==> src/rtl/ccpc_ram.sv <==
// generic single write port, single read port ram with registered read
// no dependencies
module ccpc_ram #(
   parameter int WIDTH = 8,
   parameter int DEPTH = 16
) (
   input  logic                                      clock,
   input  logic                                      wr_en,
   input  logic [((DEPTH > 1) ? $clog2(DEPTH) : 1)-1:0] wr_addr,
   input  logic [WIDTH-1:0]                          wr_data,
   input  logic [((DEPTH > 1) ? $clog2(DEPTH) : 1)-1:0] rd_addr,
   output logic [WIDTH-1:0]                          rd_data
);

   logic [WIDTH-1:0] mem [DEPTH];
   logic [WIDTH-1:0] rd_data_ff;

   always_ff @(posedge clock) begin
      if (wr_en) begin
         mem[wr_addr] <= wr_data;
      end
      rd_data_ff <= mem[rd_addr];
   end

   assign rd_data = rd_data_ff;

endmodule

==> config.mk <==
export PLATFORM = sky130hd
export DESIGN_NAME = ccpc_ram
export DESIGN_NICKNAME = d
export VERILOG_FILES = /design/src/rtl/ccpc_ram.sv
export SDC_FILE = /design/constraint.sdc
export NUM_CORES = 1
export LEC_CHECK = 0
export BUFFER_PORTS_ARGS = -buffer_cell sky130_fd_sc_hd__buf_2
export CAP_MARGIN = 20
export CORE_MARGIN = 2
export CORE_UTILIZATION = 41
export DETAILED_ROUTE_END_ITERATION = 16
export GPL_ROUTABILITY_DRIVEN = 0
export MAX_ROUTING_LAYER = met4
export SETUP_SLACK_MARGIN = 0.3
export SYNTH_ARGS = -nofsm -noshare
export SYNTH_HDL_FRONTEND = slang
export SYNTH_SLANG_ARGS = --single-unit
==> constraint.sdc <==
create_clock -name clock -period 2 [get_ports clock]
set_input_delay 0.2 -clock clock [delete_from_list [all_inputs] [get_ports clock]]
set_output_delay 0.2 -clock clock [all_outputs]
set_load 0.02 [all_outputs]
==> reports/results.tsv <==
stage	metric	value	unit
outcome	outcome	finished clean	
route	vias	2437	
floorplanning	die_width	116	um
clocking	numCtsBuffers	17	
final_layout	drive_above_1_share	0.321	
sta	slew_violations	0	
sta	setup_viol	0	
clocking	worstSkewPairLatency	0.41	ns
critical_path	critical-path-top-delay-family	multiplexers	
global_route	grt_usage	0.169	
clocking	clk_pin_slew	0.06	ns
synth	netlist_area	5150	um^2
synth	synth_fp_nets	247	
final_layout	instances_no_fill	464	
critical_path	crit_fanout	1	
clocking	postCtsHoldBufs	0	
clocking	cts_root_buf	clkbuf_16	
sta	hold_viol	0	
clocking	cts_tree	done	
sta	setup_slack	0.599	ns
route	detail-route-antenna-nets	0	
critical_path	worstRegToRegCells	3	
power_and_ir_drop	power.density	1080	nW/um^2
place	dp_hpwl	6230	um
synth	synth_top_area_share	0.747	
global_route	grt_pass1_vias	2534	
route	wl	9840	um
critical_path	path_buf_inv	0	
sta	tightestPinTransition	0.418	ns
critical_path	regToRegEndpoint	rd_data[2]	
sta	fmax	714	MHz
critical_path	required	2.29	ns
critical_path	path_cells	mux4_1 -> a22oi_1 -> nand2_1	
floorplanning	start_util	0.425	
synth	ys_ff_latch	136	
place	portBuffers	25	
sta	fin_crit_sh	0.701	
global_route	grt_first_pass_wirelength	14900	um
floorplanning	io_pins	26	
sta	slew_headroom	0.721	
critical_path	path_class	reg -> reg	
route	drt_iter0_drc	195	
synth	yosysTopAreaCell	edfxtp_1	
critical_path	reg2reg_slack	0.60	ns
global_route	overflow	0	
clocking	cts_sinks	136	
critical_path	crit_slowest_cell	mux4_1	
synth	syn_area_per_cell	22.5	um^2
final_layout	final_cell_mix	128 x edfxtp_1, 25 x buf_2, 19 x buf_4, 18 x mux4_2, 17 x clkbuf_16	
floorplanning	dieArea	13500	um^2
sta	setup_tns	0	ns
synth	ys_seq_area_frac	0.778	
power_and_ir_drop	leakage	2.10	nW
route	route.detailed.drc	0	
floorplanning	core	12100	um^2
sta	rsz0062_at_grt	no	
critical_path	cp-endpoint	rd_data[2]	
route	viasPerCell	5.25	
route	dr.pass1.iters	4	
final_layout	syn_to_final_growth	20.2	%
final_layout	final_common_cell	edfxtp_1	
power_and_ir_drop	ir_drop	0.612	mV
synth	post_synth_num_cell_types	19	
worst_hold_path	hp-class	in -> reg	
floorplanning	die_h	116	um
critical_path	r2r-start	mem[0][2]	
critical_path	worstSetupEndpointType	flip-flop	
sta	period_minus_slack	1.40	ns
final_layout	nNetsFinal	302	
clocking	cts_setup_buffers	0	
synth	synthTopCellsByArea	edfxtp_1 75%, mux4_2 7.9%, mux4_1 7.1%	
place	dp.cells	433	
critical_path	worstPathArrival	1.69	ns
synth	yosysWarnings	0	
critical_path	path_depth	3	
clocking	clk_path_buf_depth	2	
clocking	cts_resized	0	
critical_path	crit_start	mem[0][2]	
final_layout	antenna_cells	0	
floorplanning	fp-row-count	40	
sta	fin_skew	0.00478	ns
critical_path	cp-start-kind	flip-flop	
run	maxCapViolCount	0	
clocking	cts-htree-levels	4	
route	wl_per_cell	21.2	um
global_route	grt_max_degree	33	
synth	synth_cells	229	
global_route	antenna_found_initial	0	
critical_path	max_stage_delay	0.49	ns
place	pre_cts_ws	0.174	ns
==> report_power, final <==
group / switching (mW) / internal [mW] / leakage (nW)
Clock: 1.09 / 2.06 / 0.288
Sequential: 0.0194 / 3.19 / 1.22
Combinational: 0.187 / 0.131 / 0.590
==> cell usage after synthesis (all sizes together) <==
cell and n:
nor3 4, nand2b 2, nand3b 2, buf 7, nor2 13, dfxtp 8
mux4 32, clkdlybuf4s25 3, a22oi 16, and2 1, or3b 1, edfxtp 128
and2b 1, nor2b 1, nand2 9, nand3 1
==> flip-flops by register name, summed over array words and instances (netlist names) <==
| name | flops |
|---|---|
| mem | 128 |
| rd_data | 8 |
==> worst register-to-register path: stages (launching register included) <==
cell and delay (ns):
edfxtp_1 0.37, mux4_1 0.49, a22oi_1 0.33, nand2_1 0.09
==> logic make-up (layout without fill, tap and decap cells) <==
group / after synthesis / after routing / synth area share
compound gates: 16 / 16 / 0.0233
buf+inv: 10 / 77 / 0.0168
flops: 136 / 136 / 0.778
mux: 32 / 32 / 0.150
simple gates: 35 / 35 / 0.0318
==> worst min path at each step <==
stage               slack (ns)        from        end  depth (start not counted)
floorplan                 0.30  wr_data[0]  mem[0][0]                          0
global placement          0.59  wr_data[5]  mem[6][5]                          1
detailed placement        0.60  wr_data[5]  mem[6][5]                          1
CTS                       0.16  wr_data[5]  mem[7][5]                          1
global route              0.17  wr_data[5]  mem[7][5]                          1
finish                    0.17  wr_data[5]  mem[8][5]                          1
==> per-layer routing <==
layer / track usage / vias to the layer above / part of all wire
li1: - / 1084 / -
met5: - / - / 0
met4: 0.0786 / 0 / 0.023
met1: 0.218 / 1274 / 0.45
met2: 0.252 / 64 / 0.48
met3: 0.0445 / 15 / 0.043
==> area by class of cell <==
class	count	area, um^2
Tap cell	168	210
Sequential cell	136	4000
Clock inverter	14	183
Timing Repair Buffer	46	308
Multi-Input combinational cell	83	1060
Fill cell	993	5920
Clock buffer	17	425
==> per-stage QoR <==
step / hold WS, ns / cell area, um^2 / util / power, mW
finish: 0.174 / 6190 / 0.511 / 6.68
floorplan: 0.299 / 5150 / - / 3.44
CTS: 0.158 / 6190 / 0.511 / 6.74
global placement: 0.589 / 5580 / 0.461 / 3.58
global route: 0.171 / 6190 / 0.511 / 6.87
detailed placement: 0.597 / 5580 / 0.461 / 3.59
(Power assumes the default switching activity.)
