--- config.mk ---
export PLATFORM = sky130hd
export DESIGN_NAME = ccpc_seq
export DESIGN_NICKNAME = d
export VERILOG_FILES = /design/src/rtl/ccpc_pkg.sv /design/src/rtl/ccpc_seq.sv
export SDC_FILE = /design/constraint.sdc
export NUM_CORES = 1
export LEC_CHECK = 0
export ABC_AREA = 1
export ABC_CLOCK_PERIOD_IN_PS = 4500
export CAP_MARGIN = 20
export CORE_MARGIN = 2
export CORE_UTILIZATION = 54
export DETAILED_ROUTE_END_ITERATION = 10
export DONT_BUFFER_PORTS = 1
export GPL_TIMING_DRIVEN = 0
export PLACE_DENSITY = 0.72
export SLEW_MARGIN = 20
export SYNTH_ARGS = -nofsm -noshare
export SYNTH_HDL_FRONTEND = slang
export SYNTH_SLANG_ARGS = --single-unit
--- constraint.sdc ---
create_clock -name clock -period 4.5 [get_ports clock]
set_input_delay 0.45 -clock clock [delete_from_list [all_inputs] [get_ports clock]]
set_output_delay 0.45 -clock clock [all_outputs]
set_load 0.005 [all_outputs]
--- src/rtl/ccpc_pkg.sv ---
// shared types and constants for the character class pattern counter
// no dependencies; imported by every module of the block except ccpc_ram
package ccpc_pkg;

   localparam int TABLE_ENTRIES = 1024;
   localparam int MAX_WORD_LEN  = 10;

   localparam int IDX_W     = (TABLE_ENTRIES > 1) ? $clog2(TABLE_ENTRIES) : 1;
   localparam int CNT_W     = $clog2(TABLE_ENTRIES + 1);
   localparam int POS_W     = $clog2(MAX_WORD_LEN + 1);
   localparam int MASK_W    = 20;
   localparam int OCC_W     = 32;
   localparam int ENTRY_W   = MASK_W + OCC_W;
   localparam int OUT_IDX_W = 10;
   localparam int USED_W    = 11;
   localparam int WLEN_W    = 4;
   localparam int CHAR_W    = 8;

   localparam logic [WLEN_W-1:0] WORD_LENGTH_RESET = 4'd8;

   typedef enum logic [2:0] {
      ST_COUNTED  = 3'd0,
      ST_ADDED    = 3'd1,
      ST_SHORT    = 3'd2,
      ST_LONG     = 3'd3,
      ST_BAD      = 3'd4,
      ST_FULL     = 3'd5,
      ST_READ_OK  = 3'd6,
      ST_READ_BAD = 3'd7
   } status_type;

   typedef enum logic [1:0] {
      V_OK    = 2'd0,
      V_SHORT = 2'd1,
      V_LONG  = 2'd2,
      V_BAD   = 2'd3
   } verdict_type;

   typedef enum logic [1:0] {
      S_IDLE  = 2'd0,
      S_SCAN  = 2'd1,
      S_RDATA = 2'd2,
      S_DONE  = 2'd3
   } fsm_type;

   typedef struct packed {
      logic              done;
      verdict_type       verdict;
      logic [MASK_W-1:0] mask;
   } word_end_type;

   typedef struct packed {
      logic                 valid;
      status_type           status;
      logic [MASK_W-1:0]    mask;
      logic [OUT_IDX_W-1:0] index;
      logic [OCC_W-1:0]     occ;
   } result_type;

endpackage

--- src/rtl/ccpc_seq.sv ---
// table sequencer: linear search with one shared compare, append, count update
// depends on ccpc_pkg; drives the table ram ports
module ccpc_seq import ccpc_pkg::*; (
   input  logic                 clock,
   input  logic                 reset,
   input  logic                 req_accept,
   input  logic                 req_func,
   input  logic [OUT_IDX_W-1:0] req_read_index,
   input  word_end_type         word_end,
   input  logic                 res_taken,
   output logic                 busy,
   output result_type           result,
   output logic [CNT_W-1:0]     entry_count,
   output logic                 ram_wr_en,
   output logic [IDX_W-1:0]     ram_wr_addr,
   output logic [ENTRY_W-1:0]   ram_wr_data,
   output logic [IDX_W-1:0]     ram_rd_addr,
   input  logic [ENTRY_W-1:0]   ram_rd_data
);

   fsm_type              state_ff, state_in;
   logic [CNT_W-1:0]     idx_ff, idx_in;
   logic                 cmp_valid_ff, cmp_valid_in;
   logic [IDX_W-1:0]     cmp_idx_ff, cmp_idx_in;
   logic [CNT_W-1:0]     entry_count_ff, entry_count_in;
   status_type           res_status_ff, res_status_in;
   logic [MASK_W-1:0]    res_mask_ff, res_mask_in;
   logic [OUT_IDX_W-1:0] res_index_ff, res_index_in;
   logic [OCC_W-1:0]     res_occ_ff, res_occ_in;

   logic [MASK_W-1:0] rd_mask;
   logic [OCC_W-1:0]  rd_count, sat_inc;
   logic              issuing, hit, read_ok, has_room;

   assign rd_mask  = ram_rd_data[MASK_W-1:0];
   assign rd_count = ram_rd_data[ENTRY_W-1:MASK_W];
   assign sat_inc  = (&rd_count) ? rd_count : rd_count + 32'd1;
   assign issuing  = (state_ff == S_SCAN) && (idx_ff < entry_count_ff);
   assign hit      = (state_ff == S_SCAN) && cmp_valid_ff && (rd_mask == res_mask_ff);
   assign read_ok  = 32'(req_read_index) < 32'(entry_count_ff);
   assign has_room = 32'(entry_count_ff) < TABLE_ENTRIES;

   // next state
   always_comb begin
      state_in = state_ff;
      case (state_ff)
         S_IDLE: begin
            if (req_accept) begin
               if (req_func) begin
                  state_in = read_ok ? S_RDATA : S_DONE;
               end else if (word_end.done) begin
                  state_in = (word_end.verdict == V_OK) ? S_SCAN : S_DONE;
               end
            end
         end
         S_SCAN: begin
            if (hit || !issuing) state_in = S_DONE;
         end
         S_RDATA: state_in = S_DONE;
         S_DONE: begin
            if (res_taken) state_in = S_IDLE;
         end
         default: state_in = S_IDLE;
      endcase
   end

   // datapath and ram control
   always_comb begin
      idx_in         = idx_ff;
      cmp_valid_in   = 1'b0;
      cmp_idx_in     = cmp_idx_ff;
      entry_count_in = entry_count_ff;
      res_status_in  = res_status_ff;
      res_mask_in    = res_mask_ff;
      res_index_in   = res_index_ff;
      res_occ_in     = res_occ_ff;
      ram_wr_en      = 1'b0;
      ram_wr_addr    = cmp_idx_ff;
      ram_wr_data    = {sat_inc, res_mask_ff};
      ram_rd_addr    = (state_ff == S_IDLE) ? IDX_W'(req_read_index) : idx_ff[IDX_W-1:0];
      case (state_ff)
         S_IDLE: begin
            idx_in = '0;
            if (req_accept) begin
               if (req_func) begin
                  res_index_in  = req_read_index;
                  res_status_in = ST_READ_BAD;
                  res_mask_in   = '0;
                  res_occ_in    = '0;
               end else if (word_end.done) begin
                  res_mask_in  = '0;
                  res_index_in = '0;
                  res_occ_in   = '0;
                  case (word_end.verdict)
                     V_OK:    res_mask_in   = word_end.mask;
                     V_SHORT: res_status_in = ST_SHORT;
                     V_LONG:  res_status_in = ST_LONG;
                     V_BAD:   res_status_in = ST_BAD;
                     default: res_status_in = ST_BAD;
                  endcase
               end
            end
         end
         S_SCAN: begin
            // reads run one entry ahead of the compare
            cmp_valid_in = issuing;
            cmp_idx_in   = idx_ff[IDX_W-1:0];
            if (issuing) idx_in = idx_ff + 1'b1;
            if (hit) begin
               ram_wr_en     = 1'b1;
               res_status_in = ST_COUNTED;
               res_index_in  = OUT_IDX_W'(cmp_idx_ff);
               res_occ_in    = sat_inc;
            end else if (!issuing) begin
               if (has_room) begin
                  ram_wr_en      = 1'b1;
                  ram_wr_addr    = entry_count_ff[IDX_W-1:0];
                  ram_wr_data    = {32'd1, res_mask_ff};
                  entry_count_in = entry_count_ff + 1'b1;
                  res_status_in  = ST_ADDED;
                  res_index_in   = OUT_IDX_W'(entry_count_ff);
                  res_occ_in     = 32'd1;
               end else begin
                  res_status_in = ST_FULL;
                  res_index_in  = '0;
                  res_occ_in    = '0;
               end
            end
         end
         S_RDATA: begin
            res_status_in = ST_READ_OK;
            res_mask_in   = rd_mask;
            res_occ_in    = rd_count;
         end
         S_DONE: begin
         end
         default: begin
         end
      endcase
   end

   always_ff @(posedge clock) begin
      if (reset) begin
         state_ff       <= S_IDLE;
         cmp_valid_ff   <= 1'b0;
         entry_count_ff <= '0;
      end else begin
         state_ff       <= state_in;
         cmp_valid_ff   <= cmp_valid_in;
         entry_count_ff <= entry_count_in;
      end
   end

   always_ff @(posedge clock) begin
      idx_ff        <= idx_in;
      cmp_idx_ff    <= cmp_idx_in;
      res_status_ff <= res_status_in;
      res_mask_ff   <= res_mask_in;
      res_index_ff  <= res_index_in;
      res_occ_ff    <= res_occ_in;
   end

   // outputs
   always_comb begin
      busy          = (state_ff != S_IDLE);
      result.valid  = (state_ff == S_DONE);
      result.status = res_status_ff;
      result.mask   = res_mask_ff;
      result.index  = res_index_ff;
      result.occ    = res_occ_ff;
      entry_count   = entry_count_ff;
   end

`ifndef SYNTHESIS
   a_count_bound: assert property (@(posedge clock) disable iff (reset)
      32'(entry_count_ff) <= TABLE_ENTRIES)
      else $error("entry count above table size");

   a_cmp_in_range: assert property (@(posedge clock) disable iff (reset)
      cmp_valid_ff |-> (CNT_W'(cmp_idx_ff) < entry_count_ff))
      else $error("compare on an entry that was never written");

   a_write_in_scan: assert property (@(posedge clock) disable iff (reset)
      ram_wr_en |-> (state_ff == S_SCAN))
      else $error("table write outside the search");

   a_count_step: assert property (@(posedge clock) disable iff (reset)
      (!$past(reset) && (entry_count_ff != $past(entry_count_ff))) |->
      (entry_count_ff == CNT_W'($past(entry_count_ff) + 1'b1)))
      else $error("entry count moved by more than one");
`endif

endmodule

==> flow_summary.yaml <==
route:
  initialDrtViolationCount: 604
  avgRoutedWirePerCell_um: 17.6
  finalWirelength_mm: 20.8
  detail_route.first_pass.iterations: 5
  drt-vias-per-instance: 5.43
  route.antenna.remaining_nets: 0
  vias: 6439
  detail_route.drc_violations: 0
floorplan:
  initial_utilization: 0.547
  floorplan.rows: 42
  die_height_um: 119
  ios: 241
  die_footprint_um2: 14200
  coreArea_um2: 13100
  die_x_um: 119
flow_run:
  drv_cap: 0
pwr:
  share_clk_of_total_power: 0.178
  seqPwrFrac: 0.416
  p_comb_frac: 0.406
  internal_power_mw: 2.70
  cellPowerDensity_nw_per_um2: 607
  max_vdd_drop_uv: 301
  switchingPower_mw: 1.99
  sw_frac_of_total: 0.424
  total_leakage_power_nw: 3.54
clock_tree:
  cts_max_path_buffers: 2
  clock_sink_total: 100
  cts-root-buf: "sky130_fd_sc_hd__clkbuf_16"
  htree_num_levels: 3
  clk_latency_ns: 0.36
  cts.clk_slew.worst_paths_ns: 0.07
  cts_setup_buffers: 0
  cts_tree: "built"
  cts_made_buffers: 9
  cts_repair_resizes: 0
  hold_buffers: 0
timing:
  hold_viol: 0
  finalHoldWorstSlack_ns: 0.281
  slew_limit_headroom: 0.372
  final.min_clock_period_ns: 3.34
  timing.final.setup_violations: 0
  max_freq_mhz: 299
  tightestPinTransition_ns: 0.941
  worst_clock_skew_ns: 0.00888
  slew_violations: 0
  rsz0062_at_grt: "false"
  setup-tns-final_ns: 0
  finalCritPeriodShare: 0.743
critical_path:
  worstPathMaxFanout: 13
  worstSetupStartpointType: "register"
  crit_slowest_cell: "sky130_fd_sc_hd__ha_1"
  critical_path_cell_count: 13
  critical_path.endpoint_type: "output pin"
  cp.buffers_inverters: 5
  critical_path.cell_chain: "inv_1 -> ha_1 -> inv_2 -> nor2_1 -> nand2_1 -> nor2_1 -> o211ai_2 -> nand2_2 -> inv_2 -> nand2_2 -> buf_2 -> nand2_1 -> inv_1"
  worstRegToRegCells: 13
  critPathKind: "reg2out"
  crit_family: "simple AND/OR/NAND/NOR gates"
  worst_path_largest_cell_delay_ns: 0.56
  worstPathRequired_ns: 4.05
  cp_data_arrival_time_ns: 2.89
yosys:
  synth_fp_nets: 1108
  cell_area_after_synthesis_um2: 7150
  yosysWarningCount: 0
  postSynthAreaPerCell_um2: 7.21
  synthDistinctLibCells: 39
  register_bit_count_reported_by_yosys: 100
  seq_area_frac_synth: 0.400
  synthCells: 992
global_route:
  number_of_global_route_vias_before_repair: 6188
  grt_first_pass_wirelength_mm: 32.2
  grt_util_all_layers: 0.294
  antenna_violations_before_repair: 0
  grt_max_degree: 21
  overflow: 0
final_layout:
  multiInputGateArea_um2: 3460
  total_number_of_nets_in_the_final_design: 1120
  reg_area_um2: 2860
  utilization: 0.591
  syn_to_final_growth_pct: 8.08
  most-common-layout-cells: "332 x sky130_fd_sc_hd__nand2_1, 140 x sky130_fd_sc_hd__inv_1, 86 x sky130_fd_sc_hd__edfxtp_1, 77 x sky130_fd_sc_hd__nor2_1, 74 x sky130_fd_sc_hd__o21ai_0"
  antenna-diode-count: 0
  nFillCells: 1241
  mostFrequentLayoutCell: "sky130_fd_sc_hd__nand2_1"
  final_layout_size_suffix_gt1_frac: 0.0763
place:
  place.detailed.hpwl_mm: 16.5
  gpl.final_weighted_congestion: 0.934
  port-buffer-count: 0
min_path:
  timing.hold.worst_path_depth: 2
  hold_path_class: "in2reg"
status:
  outcome: "complete, no violations"
## power groups by stage
stage / clock network (mW) / registers (mW) / logic, mW
after floorplan: 0 / 1.86 / 1.38
after global placement: 0 / 1.98 / 1.82
after detailed placement: 0 / 1.97 / 1.91
after CTS: 0.846 / 1.96 / 1.91
after global routing: 0.882 / 2.00 / 2.15
final: 0.836 / 1.95 / 1.90
## final cells by class
type | count | area share
flip-flops and latches | 100 | 0.370
repair buffers | 1 | 0.00356
plain buffers | 47 | 0.0364
inverters | 149 | 0.0723
clock inverters | 5 | 0.0108
multi-input cells | 696 | 0.448
clock buffers | 11 | 0.0301
well taps | 176 | 0.0285
## sequential cells by signal, summed over array words and instances, names as in the netlist
| signal | cells |
|---|---|
| res_occ_ff | 32 |
| idx_ff | 11 |
| res_status_ff | 3 |
| res_mask_ff | 20 |
| state_ff | 2 |
| res_index_ff | 10 |
| entry_count | 11 |
| cmp_valid_ff | 1 |
| cmp_idx_ff | 10 |
## cells in the mapped netlist
master / n / share of area
sky130_fd_sc_hd__a22o_1: 4 / 0.0049
sky130_fd_sc_hd__ha_1: 26 / 0.045
sky130_fd_sc_hd__buf_2: 8 / 0.0056
sky130_fd_sc_hd__clkbuf_1: 14 / 0.0073
sky130_fd_sc_hd__xnor2_1: 1 / 0.0012
sky130_fd_sc_hd__nor4_1: 2 / 0.0017
sky130_fd_sc_hd__o21a_1: 2 / 0.0021
sky130_fd_sc_hd__inv_1: 140 / 0.073
sky130_fd_sc_hd__clkbuf_2: 1 / 0.00070
sky130_fd_sc_hd__nand4_1: 13 / 0.011
sky130_fd_sc_hd__a31oi_1: 1 / 0.00087
sky130_fd_sc_hd__o22ai_1: 10 / 0.0087
sky130_fd_sc_hd__nor2_4: 2 / 0.0031
sky130_fd_sc_hd__nand2_1: 332 / 0.17
sky130_fd_sc_hd__nand3_1: 35 / 0.024
sky130_fd_sc_hd__buf_4: 23 / 0.024
sky130_fd_sc_hd__clkinv_1: 2 / 0.0010
sky130_fd_sc_hd__nand2_2: 5 / 0.0044
sky130_fd_sc_hd__or2_1: 1 / 0.00087
sky130_fd_sc_hd__nor2_2: 2 / 0.0017
sky130_fd_sc_hd__xor2_1: 38 / 0.047
sky130_fd_sc_hd__buf_6: 1 / 0.0016
sky130_fd_sc_hd__o21ai_0: 74 / 0.052
sky130_fd_sc_hd__nor3_1: 22 / 0.015
sky130_fd_sc_hd__dfxtp_1: 14 / 0.039
sky130_fd_sc_hd__inv_2: 7 / 0.0037
sky130_fd_sc_hd__a21oi_1: 25 / 0.017
sky130_fd_sc_hd__o211ai_1: 1 / 0.0010
sky130_fd_sc_hd__or2_2: 1 / 0.00087
sky130_fd_sc_hd__o21ai_2: 1 / 0.0012
sky130_fd_sc_hd__o211ai_2: 1 / 0.0017
sky130_fd_sc_hd__nand3b_1: 1 / 0.0010
sky130_fd_sc_hd__a21o_1: 2 / 0.0021
sky130_fd_sc_hd__nor3_2: 6 / 0.0084
sky130_fd_sc_hd__nand3_2: 2 / 0.0028
sky130_fd_sc_hd__nor2_1: 78 / 0.041
sky130_fd_sc_hd__edfxtp_1: 86 / 0.36
sky130_fd_sc_hd__o21ai_1: 7 / 0.0049
sky130_fd_sc_hd__and3_1: 1 / 0.00087
## worst paths after layout
| check | slack [ns] | from | to |
|---|---|---|---|
| worst min-delay path | 0.28 | req_read_index[4] | res_index_ff[4]$_DFFE_PP_ |
| worst min register to register | 0.53 | idx_ff[4]$_SDFFCE_PN0P_ | cmp_idx_ff[4]$_DFFE_PP_ |
| worst max register to register | 1.52 | state_ff[1]$_SDFFE_PP0P_ | res_status_ff[2]$_DFFE_PP_ |
| worst max-delay path | 1.16 | state_ff[1]$_SDFFE_PP0P_ | ram_wr_data[36] |
## per-stage QoR
stage / instance area (um2) / power (mW) / instances / setup WS [ns]
after floorplan: 7150 / 3.24 / 992 / 0.985
after global placement: 7370 / 3.81 / 1168 / -0.0484
after detailed placement: 7420 / 3.88 / 1169 / 1.54
after CTS: 7730 / 4.72 / 1185 / 1.19
after global routing: 7730 / 5.03 / 1185 / 0.922
final: 7730 / 4.69 / 1185 / 1.16
## cells by family (layout without fill, tap and decap cells)
group | count (synthesis) | after routing | share of synthesized area
compound gates | 128 | 128 | 0.0969
buf+inv | 196 | 213 | 0.118
simple gates | 503 | 503 | 0.292
flops | 100 | 100 | 0.400
fa+ha+maj | 26 | 26 | 0.0455
xor+xnor | 39 | 39 | 0.0477
## per-layer routing
layer,global-route usage,wire [um]
met4,0.126,645
met5,0,0
met2,0.487,9920
met3,0.0718,1750
met1,0.365,8510
## worst register-to-register path, stage by stage, from the launching register on
cell,delay (ns)
sky130_fd_sc_hd__dfxtp_1,0.33
sky130_fd_sc_hd__inv_1,0.10
sky130_fd_sc_hd__ha_1,0.56
sky130_fd_sc_hd__nand2_1,0.11
sky130_fd_sc_hd__inv_1,0.08
sky130_fd_sc_hd__nand2_1,0.04
sky130_fd_sc_hd__nor2_1,0.09
sky130_fd_sc_hd__nand2_1,0.05
sky130_fd_sc_hd__nor2_1,0.11
sky130_fd_sc_hd__nand3_2,0.16
sky130_fd_sc_hd__nand2_1,0.14
sky130_fd_sc_hd__nand2_1,0.12
sky130_fd_sc_hd__nor2_4,0.49
sky130_fd_sc_hd__o21a_1,0.29
Power figures use the tool's default switching activity.
