File: src/rtl/ccpc_pkg.sv
// shared types and constants for the character class pattern counter
// no dependencies; imported by every module of the block except ccpc_ram
package ccpc_pkg;

   localparam int TABLE_ENTRIES = 1024;
   localparam int MAX_WORD_LEN  = 10;

   localparam int IDX_W     = (TABLE_ENTRIES > 1) ? $clog2(TABLE_ENTRIES) : 1;
   localparam int CNT_W     = $clog2(TABLE_ENTRIES + 1);
   localparam int POS_W     = $clog2(MAX_WORD_LEN + 1);
   localparam int MASK_W    = 20;
   localparam int OCC_W     = 32;
   localparam int ENTRY_W   = MASK_W + OCC_W;
   localparam int OUT_IDX_W = 10;
   localparam int USED_W    = 11;
   localparam int WLEN_W    = 4;
   localparam int CHAR_W    = 8;

   localparam logic [WLEN_W-1:0] WORD_LENGTH_RESET = 4'd8;

   typedef enum logic [2:0] {
      ST_COUNTED  = 3'd0,
      ST_ADDED    = 3'd1,
      ST_SHORT    = 3'd2,
      ST_LONG     = 3'd3,
      ST_BAD      = 3'd4,
      ST_FULL     = 3'd5,
      ST_READ_OK  = 3'd6,
      ST_READ_BAD = 3'd7
   } status_type;

   typedef enum logic [1:0] {
      V_OK    = 2'd0,
      V_SHORT = 2'd1,
      V_LONG  = 2'd2,
      V_BAD   = 2'd3
   } verdict_type;

   typedef enum logic [1:0] {
      S_IDLE  = 2'd0,
      S_SCAN  = 2'd1,
      S_RDATA = 2'd2,
      S_DONE  = 2'd3
   } fsm_type;

   typedef struct packed {
      logic              done;
      verdict_type       verdict;
      logic [MASK_W-1:0] mask;
   } word_end_type;

   typedef struct packed {
      logic                 valid;
      status_type           status;
      logic [MASK_W-1:0]    mask;
      logic [OUT_IDX_W-1:0] index;
      logic [OCC_W-1:0]     occ;
   } result_type;

endpackage

File: src/rtl/ccpc_word.sv
// word assembler: classes each byte and builds the 2-bit-per-position mask
// depends on ccpc_pkg
module ccpc_word import ccpc_pkg::*; (
   input  logic              clock,
   input  logic              reset,
   input  logic              byte_valid,
   input  logic [CHAR_W-1:0] char_byte,
   input  logic [WLEN_W-1:0] word_length,
   output word_end_type      word_end
);

   typedef enum logic [1:0] {
      RJ_NONE = 2'd0,
      RJ_LONG = 2'd1,
      RJ_BAD  = 2'd2
   } reject_type;

   localparam logic [CHAR_W-1:0] CHAR_NEWLINE = 8'h0A;
   localparam logic [CHAR_W-1:0] CHAR_NUL     = 8'h00;
   localparam logic [2:0]        CLASS_BAD    = 3'd4;

   function automatic logic [2:0] char_class(input logic [CHAR_W-1:0] c);
      logic [2:0] cl;
      cl = CLASS_BAD;
      if (c >= "0" && c <= "9") cl = 3'd0;
      else if (c >= "a" && c <= "z") cl = 3'd1;
      else if (c >= "A" && c <= "Z") cl = 3'd2;
      else if ((c >= 8'd33 && c <= 8'd47) || (c >= 8'd58 && c <= 8'd64) ||
               (c >= 8'd91 && c <= 8'd96) || (c >= 8'd123 && c <= 8'd126))
         cl = 3'd3;
      return cl;
   endfunction

   logic [MASK_W-1:0] word_mask_ff, word_mask_in;
   logic [POS_W-1:0]  pos_ff, pos_in;
   reject_type        reject_ff, reject_in;
   logic [POS_W-1:0]  active_len;
   logic [2:0]        cl;
   logic              is_end;

   // register value 0 acts as 1, values above the maximum clamp
   always_comb begin
      if (word_length == '0) begin
         active_len = POS_W'(1);
      end else if (32'(word_length) > MAX_WORD_LEN) begin
         active_len = POS_W'(MAX_WORD_LEN);
      end else begin
         active_len = POS_W'(word_length);
      end
   end

   assign cl     = char_class(char_byte);
   assign is_end = (char_byte == CHAR_NEWLINE) || (char_byte == CHAR_NUL);

   always_comb begin
      word_mask_in = word_mask_ff;
      pos_in       = pos_ff;
      reject_in    = reject_ff;
      if (byte_valid) begin
         if (is_end) begin
            word_mask_in = '0;
            pos_in       = '0;
            reject_in    = RJ_NONE;
         end else if (reject_ff == RJ_NONE) begin
            if (pos_ff >= active_len) begin
               reject_in = RJ_LONG;
            end else if (cl == CLASS_BAD) begin
               reject_in = RJ_BAD;
            end else begin
               for (int p = 0; p < MAX_WORD_LEN; p++) begin
                  if (pos_ff == POS_W'(p)) begin
                     word_mask_in[2*p +: 2] = word_mask_ff[2*p +: 2] | cl[1:0];
                  end
               end
               pos_in = pos_ff + 1'b1;
            end
         end
      end
   end

   always_ff @(posedge clock) begin
      if (reset) begin
         word_mask_ff <= '0;
         pos_ff       <= '0;
         reject_ff    <= RJ_NONE;
      end else begin
         word_mask_ff <= word_mask_in;
         pos_ff       <= pos_in;
         reject_ff    <= reject_in;
      end
   end

   always_comb begin
      word_end.done = byte_valid && is_end;
      word_end.mask = word_mask_ff;
      if (reject_ff == RJ_LONG) begin
         word_end.verdict = V_LONG;
      end else if (reject_ff == RJ_BAD) begin
         word_end.verdict = V_BAD;
      end else if (pos_ff < active_len) begin
         word_end.verdict = V_SHORT;
      end else begin
         word_end.verdict = V_OK;
      end
   end

endmodule

File: config.mk
export PLATFORM = sky130hd
export DESIGN_NAME = ccpc_word
export DESIGN_NICKNAME = d
export VERILOG_FILES = /design/src/rtl/ccpc_pkg.sv /design/src/rtl/ccpc_word.sv
export SDC_FILE = /design/constraint.sdc
export NUM_CORES = 1
export LEC_CHECK = 0
export BUFFER_PORTS_ARGS = -buffer_cell sky130_fd_sc_hd__buf_2
export CORE_AREA = 4 4 76 78
export DETAILED_ROUTE_END_ITERATION = 8
export DIE_AREA = 0 0 80 82
export GPL_ROUTABILITY_DRIVEN = 0
export GPL_TIMING_DRIVEN = 0
export PLACE_DENSITY = 0.49
export SLEW_MARGIN = 20
export SYNTH_ARGS = -nofsm -noshare
export SYNTH_HDL_FRONTEND = slang
export SYNTH_SLANG_ARGS = --single-unit
File: constraint.sdc
create_clock -name clock -period 2.85 [get_ports clock]
set_input_delay 0.4275 -clock clock [delete_from_list [all_inputs] [get_ports clock]]
set_output_delay 0.4275 -clock clock [all_outputs]
set_load 0.01 [all_outputs]
==> flow_summary_export.csv, run 1 <==
group,metric,value,unit
status,status,"finished, final reports clean",
synthesis,synth_top_area_cell,"dfxtp_1",
drt,drtIter0Drc,32,
timing,timing.hold.ws,387,ps
clock_network,post_cts_resize_count,0,
clock_network,cts.sinks,26,
power,power,0.755,mW
floorplanning,die_h,82,µm
drt,dr.pass1.iters,4,
power,peakVddDrop,0.152,mV
timing,max_freq,393,MHz
worst_setup_path,crit_type,"reg2reg",
clock_network,clkSlewWorstSetupHoldPaths,100,ps
placement,dpl.cell_count,278,
grt,gr-total-overflow,0,
floorplanning,start_util,28.8,%
grt,grt_first_pass_wirelength,5.96,mm
synthesis,postSynthCellCount,171,
timing,hold_viol_final,0,
synthesis,post-synth-top-area-fraction,35.6,%
finish,fin_nets,239,
timing,period_share,89.3,%
finish,syn2layout_area_growth,22.5,%
synthesis,synth_area_leaders,"dfxtp_1, ha_1, a22o_1, a21oi_1, o21ai_0",
grt,antenna_found_initial,0,
synthesis,synth_seq_cells,26,
timing,setup_violations,0,
timing,final-max-slew-violation-count,0,
floorplanning,coreArea,5070,µm²
synthesis,yosys_warnings,0,
drt,routedWlPerCell,12.4,µm
timing,grt_setup_unrepaired,"no",
drt,wl,3.50,mm
floorplanning,dieWidth,80,µm
clock_network,h-tree-depth,1,
placement,place_area,1730,µm²
grt,grt_max_degree,15,
drt,drc,0,
timing,slew_headroom,60.0,%
timing,worstMarginPinSlew,599,ps
placement,dp_hpwl,2.78,mm
finish,final_util,35.2,%
synthesis,synth_area,1460,µm²
finish,drive_above_1_share,23.6,%
placement,dp_slack,45.7,ps
placement,io_buffers,37,
clock_network,clockBufferDepth,2,
worst_hold_path,holdCritPathClass,"in2reg",
finish,antenna_cells,0,
finish,final_area,1790,µm²
floorplanning,rows,26,
finish,final_cells,282,
drt,drt-vias-per-instance,4.79,
worst_setup_path,critical-path-max-stage-delay,480,ps
floorplanning,ios,38,
timing,fin_crit,2550,ps
drt,dr_total_vias,1350,
synthesis,syn_nets,197,
synthesis,synth_cell_types,37,
clock_network,post-cts-setup-buffers,0,
grt,grt_pass1_vias,1321,
worst_setup_path,critPathCaptureType,"flip-flop",
synthesis,synth_area_per_cell,8.54,µm²
floorplanning,die_area,6560,µm²
power,power.density,422,nW/µm²
worst_setup_path,critPathMaxFanout,10,
timing,setup_slack,305,ps
clock_network,holdBufCountCts,0,
power,leakagePower,0.776,nW
worst_setup_path,critPathLaunchType,"flip-flop",
clock_network,clk-insertion-delay-late,280,ps
clock_network,cts_buffers,3,
clock_network,cts_root_buffer,"clkbuf_8",
worst_setup_path,critical_path_required,3050,ps
worst_setup_path,arrival,2750,ps
worst_setup_path,crit_chain,"ha_1 > or2_2 > a21oi_1 > a21oi_1 > or4_1 > clkbuf_1 > or2_2 > o21ai_0",
timing,setup-tns-final,0,ps
drt,ant_nets,0,
timing,fin_worst_skew,11.8,ps
run,cap_violations,0,
synthesis,seq_area_frac_synth,35.6,%
worst_setup_path,slowest_stage,"dfxtp_1",
grt,grt_use_total,11.3,%
clock_network,cts_tree,"done",
==> final cells by class <==
cell class	instances	area, µm²
Inverter	8	30.0
Buffer	5	22.5
Clock buffer	4	55.1
Fill cell	564	3290
Sequential cell	26	520
Timing Repair Buffer	37	185
Multi-Input combinational cell	132	887
Tap cell	70	87.6
==> report_power, final <==
group | internal (mW) | total, mW | switching, mW | leakage, nW
registers | 0.371 | 0.377 | 0.00648 | 0.210
logic | 0.0533 | 0.132 | 0.0789 | 0.538
clock network | 0.124 | 0.246 | 0.122 | 0.0288
total | 0.548 | 0.755 | 0.207 | 0.776
==> sequential cells by signal, summed over array words and instances (netlist names) <==
register	cells
word_mask_ff	20
pos_ff	4
reject_ff	2
==> cell families after synthesis <==
logic type               after synthesis  synth area share [%]
XOR/XNOR                               1                 0.600
flip-flops                            26                  35.6
multiplexers                           1                 0.686
buffers and inverters                 13                  3.60
AO/OA/AOI/OAI                         63                  29.5
AND/OR/NAND/NOR                       55                  19.9
adder cells (fa/ha/maj)               12                  10.1
==> layer usage <==
layer	vias up	GRT usage [%]	part of all wire, %
met2	23	18.8	44
met3	4	1.43	4.4
met4	0	4.05	1.4
met1	616	15.1	50
met5	-	0	0
li1	707	-	-
==> cells in the mapped netlist <==
cell and instances:
nand2_1 13, nor2b_1 3, a21boi_1 1, a22o_1 12
mux2i_1 1, o2bb2ai_1 1, o21ai_0 13, nor4_1 1
nor3_1 3, or2_2 5, nor3b_1 1, nor2_1 12
dfxtp_1 26, and2_1 2, a21oi_1 20, a21o_1 7
and2b_1 1, inv_1 8, or3_1 4, ha_1 11
nand3_1 2, buf_4 1, maj3_1 1, o211ai_1 3
xor2_1 1, o21a_4 1, a211o_1 1, clkbuf_1 4
o311ai_4 1, or4_1 3, a31oi_1 1, o21ai_1 1
o31ai_1 1, and3b_1 1, nand4_1 2, nand2b_1 1
nor4_2 1
==> layout by cell type (no fill, tap or decap), drive strengths merged, types with 2 or more instances in the layout <==
cell / netlist / final
dfxtp: 26 / 26
a22o: 12 / 12
inv: 8 / 8
nand2: 13 / 13
nor3: 3 / 3
nor4: 2 / 2
a21o: 7 / 7
nor2b: 3 / 3
nand4: 2 / 2
and2: 2 / 2
nand3: 2 / 2
buf: 1 / 38
a21oi: 20 / 20
clkbuf: 4 / 8
or2: 5 / 5
or4: 3 / 3
or3: 4 / 4
o211ai: 3 / 3
nor2: 12 / 12
o21ai: 14 / 14
ha: 11 / 11
==> worst max-delay path: cells and delay by family, from the launching register on <==
kind | cells | cell delay [ps]
flops | 1 | 480
buf+inv | 1 | 220
simple gates | 3 | 1070
fa+ha+maj | 1 | 290
compound gates | 3 | 410
==> worst paths after layout <==
check / cells after the start / slack [ps] / to / from
min: 2 / 390 / reject_ff[0]$_SDFFE_PP0P_ / reset
max reg2reg: 8 / 300 / word_mask_ff[1]$_SDFFE_PP0P_ / pos_ff[2]$_SDFFE_PP0P_
min reg2reg: 2 / 450 / word_mask_ff[5]$_SDFFE_PP0P_ / word_mask_ff[5]$_SDFFE_PP0P_
max: 8 / 300 / word_mask_ff[1]$_SDFFE_PP0P_ / pos_ff[2]$_SDFFE_PP0P_
Note: power is estimated with default switching activity, not from simulation.
==> run 2, diff against run 1 <==
--- a/config.mk
+++ b/config.mk
@@ -6,9 +6,9 @@
 export NUM_CORES = 1
 export LEC_CHECK = 0
 export BUFFER_PORTS_ARGS = -buffer_cell sky130_fd_sc_hd__buf_2
-export CORE_AREA = 4 4 76 78
+export CORE_AREA = 3 3 75 77
 export DETAILED_ROUTE_END_ITERATION = 8
-export DIE_AREA = 0 0 80 82
+export DIE_AREA = 0 0 78 80
 export GPL_ROUTABILITY_DRIVEN = 0
 export GPL_TIMING_DRIVEN = 0
 export PLACE_DENSITY = 0.49
==> run 2 against run 1 <==
Effect of this change:
- critical path depth did not move
- die area is 4.9% lower
- cell area increased by 0.91%
- via count is 2.1% lower
- routed wire length shrank 1.9%
- worst setup slack got worse by 24 ps
- first-iteration DRC count is 59% higher
- global-route usage is 0.96 points higher
- cell count unchanged
- largest cell class unchanged
- highest routed layer unchanged
==> flow_summary_export.csv, run 2 (synthesis results as in run 1) <==
group,metric,value,unit
status,status,"finished, final reports clean",
power,leakagePower,0.783,nW
placement,dpl.cell_count,278,
finish,final_area,1800,µm²
drt,wl,3.43,mm
clock_network,cts_buffers,3,
worst_setup_path,slowest_stage,"dfxtp_1",
clock_network,cts_tree,"done",
timing,max_freq,389,MHz
drt,dr.pass1.iters,4,
clock_network,h-tree-depth,1,
floorplanning,dieWidth,78,µm
clock_network,post_cts_resize_count,0,
finish,syn2layout_area_growth,23.6,%
timing,fin_worst_skew,3.86,ps
power,power,0.818,mW
finish,largest_reg_flops,20,
worst_setup_path,crit_type,"reg2reg",
finish,final_cells,282,
finish,reg_top3,"word_mask_ff x20, pos_ff x4, reject_ff x2",
clock_network,clockBufferDepth,2,
drt,drt-vias-per-instance,4.68,
clock_network,cts_root_buffer,"clkbuf_8",
clock_network,clk-insertion-delay-late,270,ps
timing,grt_setup_unrepaired,"no",
clock_network,clkSlewWorstSetupHoldPaths,90,ps
clock_network,cts.sinks,26,
timing,timing.hold.ws,387,ps
finish,layout_commonest_cell,"buf_2",
worst_setup_path,critPathLaunchType,"flip-flop",
finish,drive_above_1_share,23.6,%
grt,grt_use_total,12.3,%
worst_setup_path,crit_chain,"ha_1 > or2_2 > a21oi_1 > a21oi_1 > or4_1 > clkbuf_1 > or2_2 > o21ai_0",
worst_setup_path,critPathMaxFanout,10,
worst_setup_path,critPathCaptureType,"flip-flop",
floorplanning,die_area,6240,µm²
grt,grt_first_pass_wirelength,6.26,mm
power,peakVddDrop,0.173,mV
placement,io_buffers,37,
finish,regMostFlops,"word_mask_ff",
drt,drtIter0Drc,51,
timing,slew_headroom,63.5,%
worst_hold_path,holdCritPathClass,"in2reg",
power,power.density,454,nW/µm²
finish,fin_nets,239,
floorplanning,start_util,28.8,%
run,cap_violations,0,
placement,dp_hpwl,2.73,mm
grt,antenna_found_initial,0,
floorplanning,ios,38,
floorplanning,die_h,80,µm
drt,ant_nets,0,
placement,place_area,1730,µm²
clock_network,holdBufCountCts,0,
finish,fillCellCount,564,
timing,final-max-slew-violation-count,0,
timing,period_share,90.1,%
drt,drc,0,
finish,antenna_cells,0,
timing,hold_viol_final,0,
grt,gr-total-overflow,0,
grt,grt_max_degree,16,
floorplanning,coreArea,5070,µm²
timing,setup_violations,0,
timing,setup-tns-final,0,ps
grt,grt_pass1_vias,1377,
timing,fin_crit,2570,ps
worst_setup_path,crit_family,"simple AND/OR/NAND/NOR gates",
timing,worstMarginPinSlew,548,ps
clock_network,post-cts-setup-buffers,0,
worst_setup_path,arrival,2770,ps
drt,dr_total_vias,1321,
worst_setup_path,critical_path_required,3050,ps
finish,final_cell_mix,"buf_2, dfxtp_1, a21oi_1",
floorplanning,rows,26,
worst_setup_path,crit_buf_inv,1,
drt,routedWlPerCell,12.2,µm
worst_setup_path,critical-path-max-stage-delay,480,ps
-- run 2: final cells by class --
cell class	instances	area [µm²]	share of cell area [%]
buffer	5	22.5	1.25
clock buffer	3	41.3	2.29
timing repair buffer	37	185	10.3
multi-input combinational	132	887	49.2
inverter	8	30.0	1.66
clock inverter	1	30.0	1.66
sequential	26	520	28.8
tap	70	87.6	4.85
-- run 2: power breakdown --
| group | switching [mW] | internal, mW |
|---|---|---|
| registers | 0.00641 | 0.371 |
| logic | 0.0782 | 0.0535 |
| clock network | 0.122 | 0.188 |
| total | 0.206 | 0.612 |
-- run 2: path summary, 6_finish.rpt --
check,start,to,slack [ps],cells after the start
worst max-delay path,pos_ff[2]$_SDFFE_PP0P_,word_mask_ff[3]$_SDFFE_PP0P_,280,8
worst min-delay path,reset,reject_ff[0]$_SDFFE_PP0P_,390,2
worst max register to register,pos_ff[2]$_SDFFE_PP0P_,word_mask_ff[3]$_SDFFE_PP0P_,280,8
worst min register to register,word_mask_ff[4]$_SDFFE_PP0P_,word_mask_ff[4]$_SDFFE_PP0P_,450,2
-- run 2: worst register-to-register path, delay by kind of cell (launching register included) --
kind                     cells  cell delay [ps]
AND/OR/NAND/NOR              3             1080
flip-flops                   1              480
AO/OA/AOI/OAI                3              430
adder cells (fa/ha/maj)      1              290
buffers and inverters        1              230
-- run 2: per-stage QoR --
stage,setup WS (ps),utilization (%)
floorplan,414,-
global placement,48.4,34.1
detailed placement,51.2,34.1
CTS,270,35.6
global route,42.5,35.6
finish,281,35.6
-- run 2: layer usage --
| layer | part of all wire, % | wire length [µm] | track usage, % | up-vias |
|---|---|---|---|---|
| met5 | 0 | 0 | 0 | - |
| met4 | 0.61 | 21 | 2.10 | 0 |
| met3 | 5.4 | 186 | 3.27 | 2 |
| met2 | 45 | 1550 | 20.2 | 28 |
| met1 | 49 | 1680 | 16.4 | 587 |
| li1 | - | - | - | 704 |
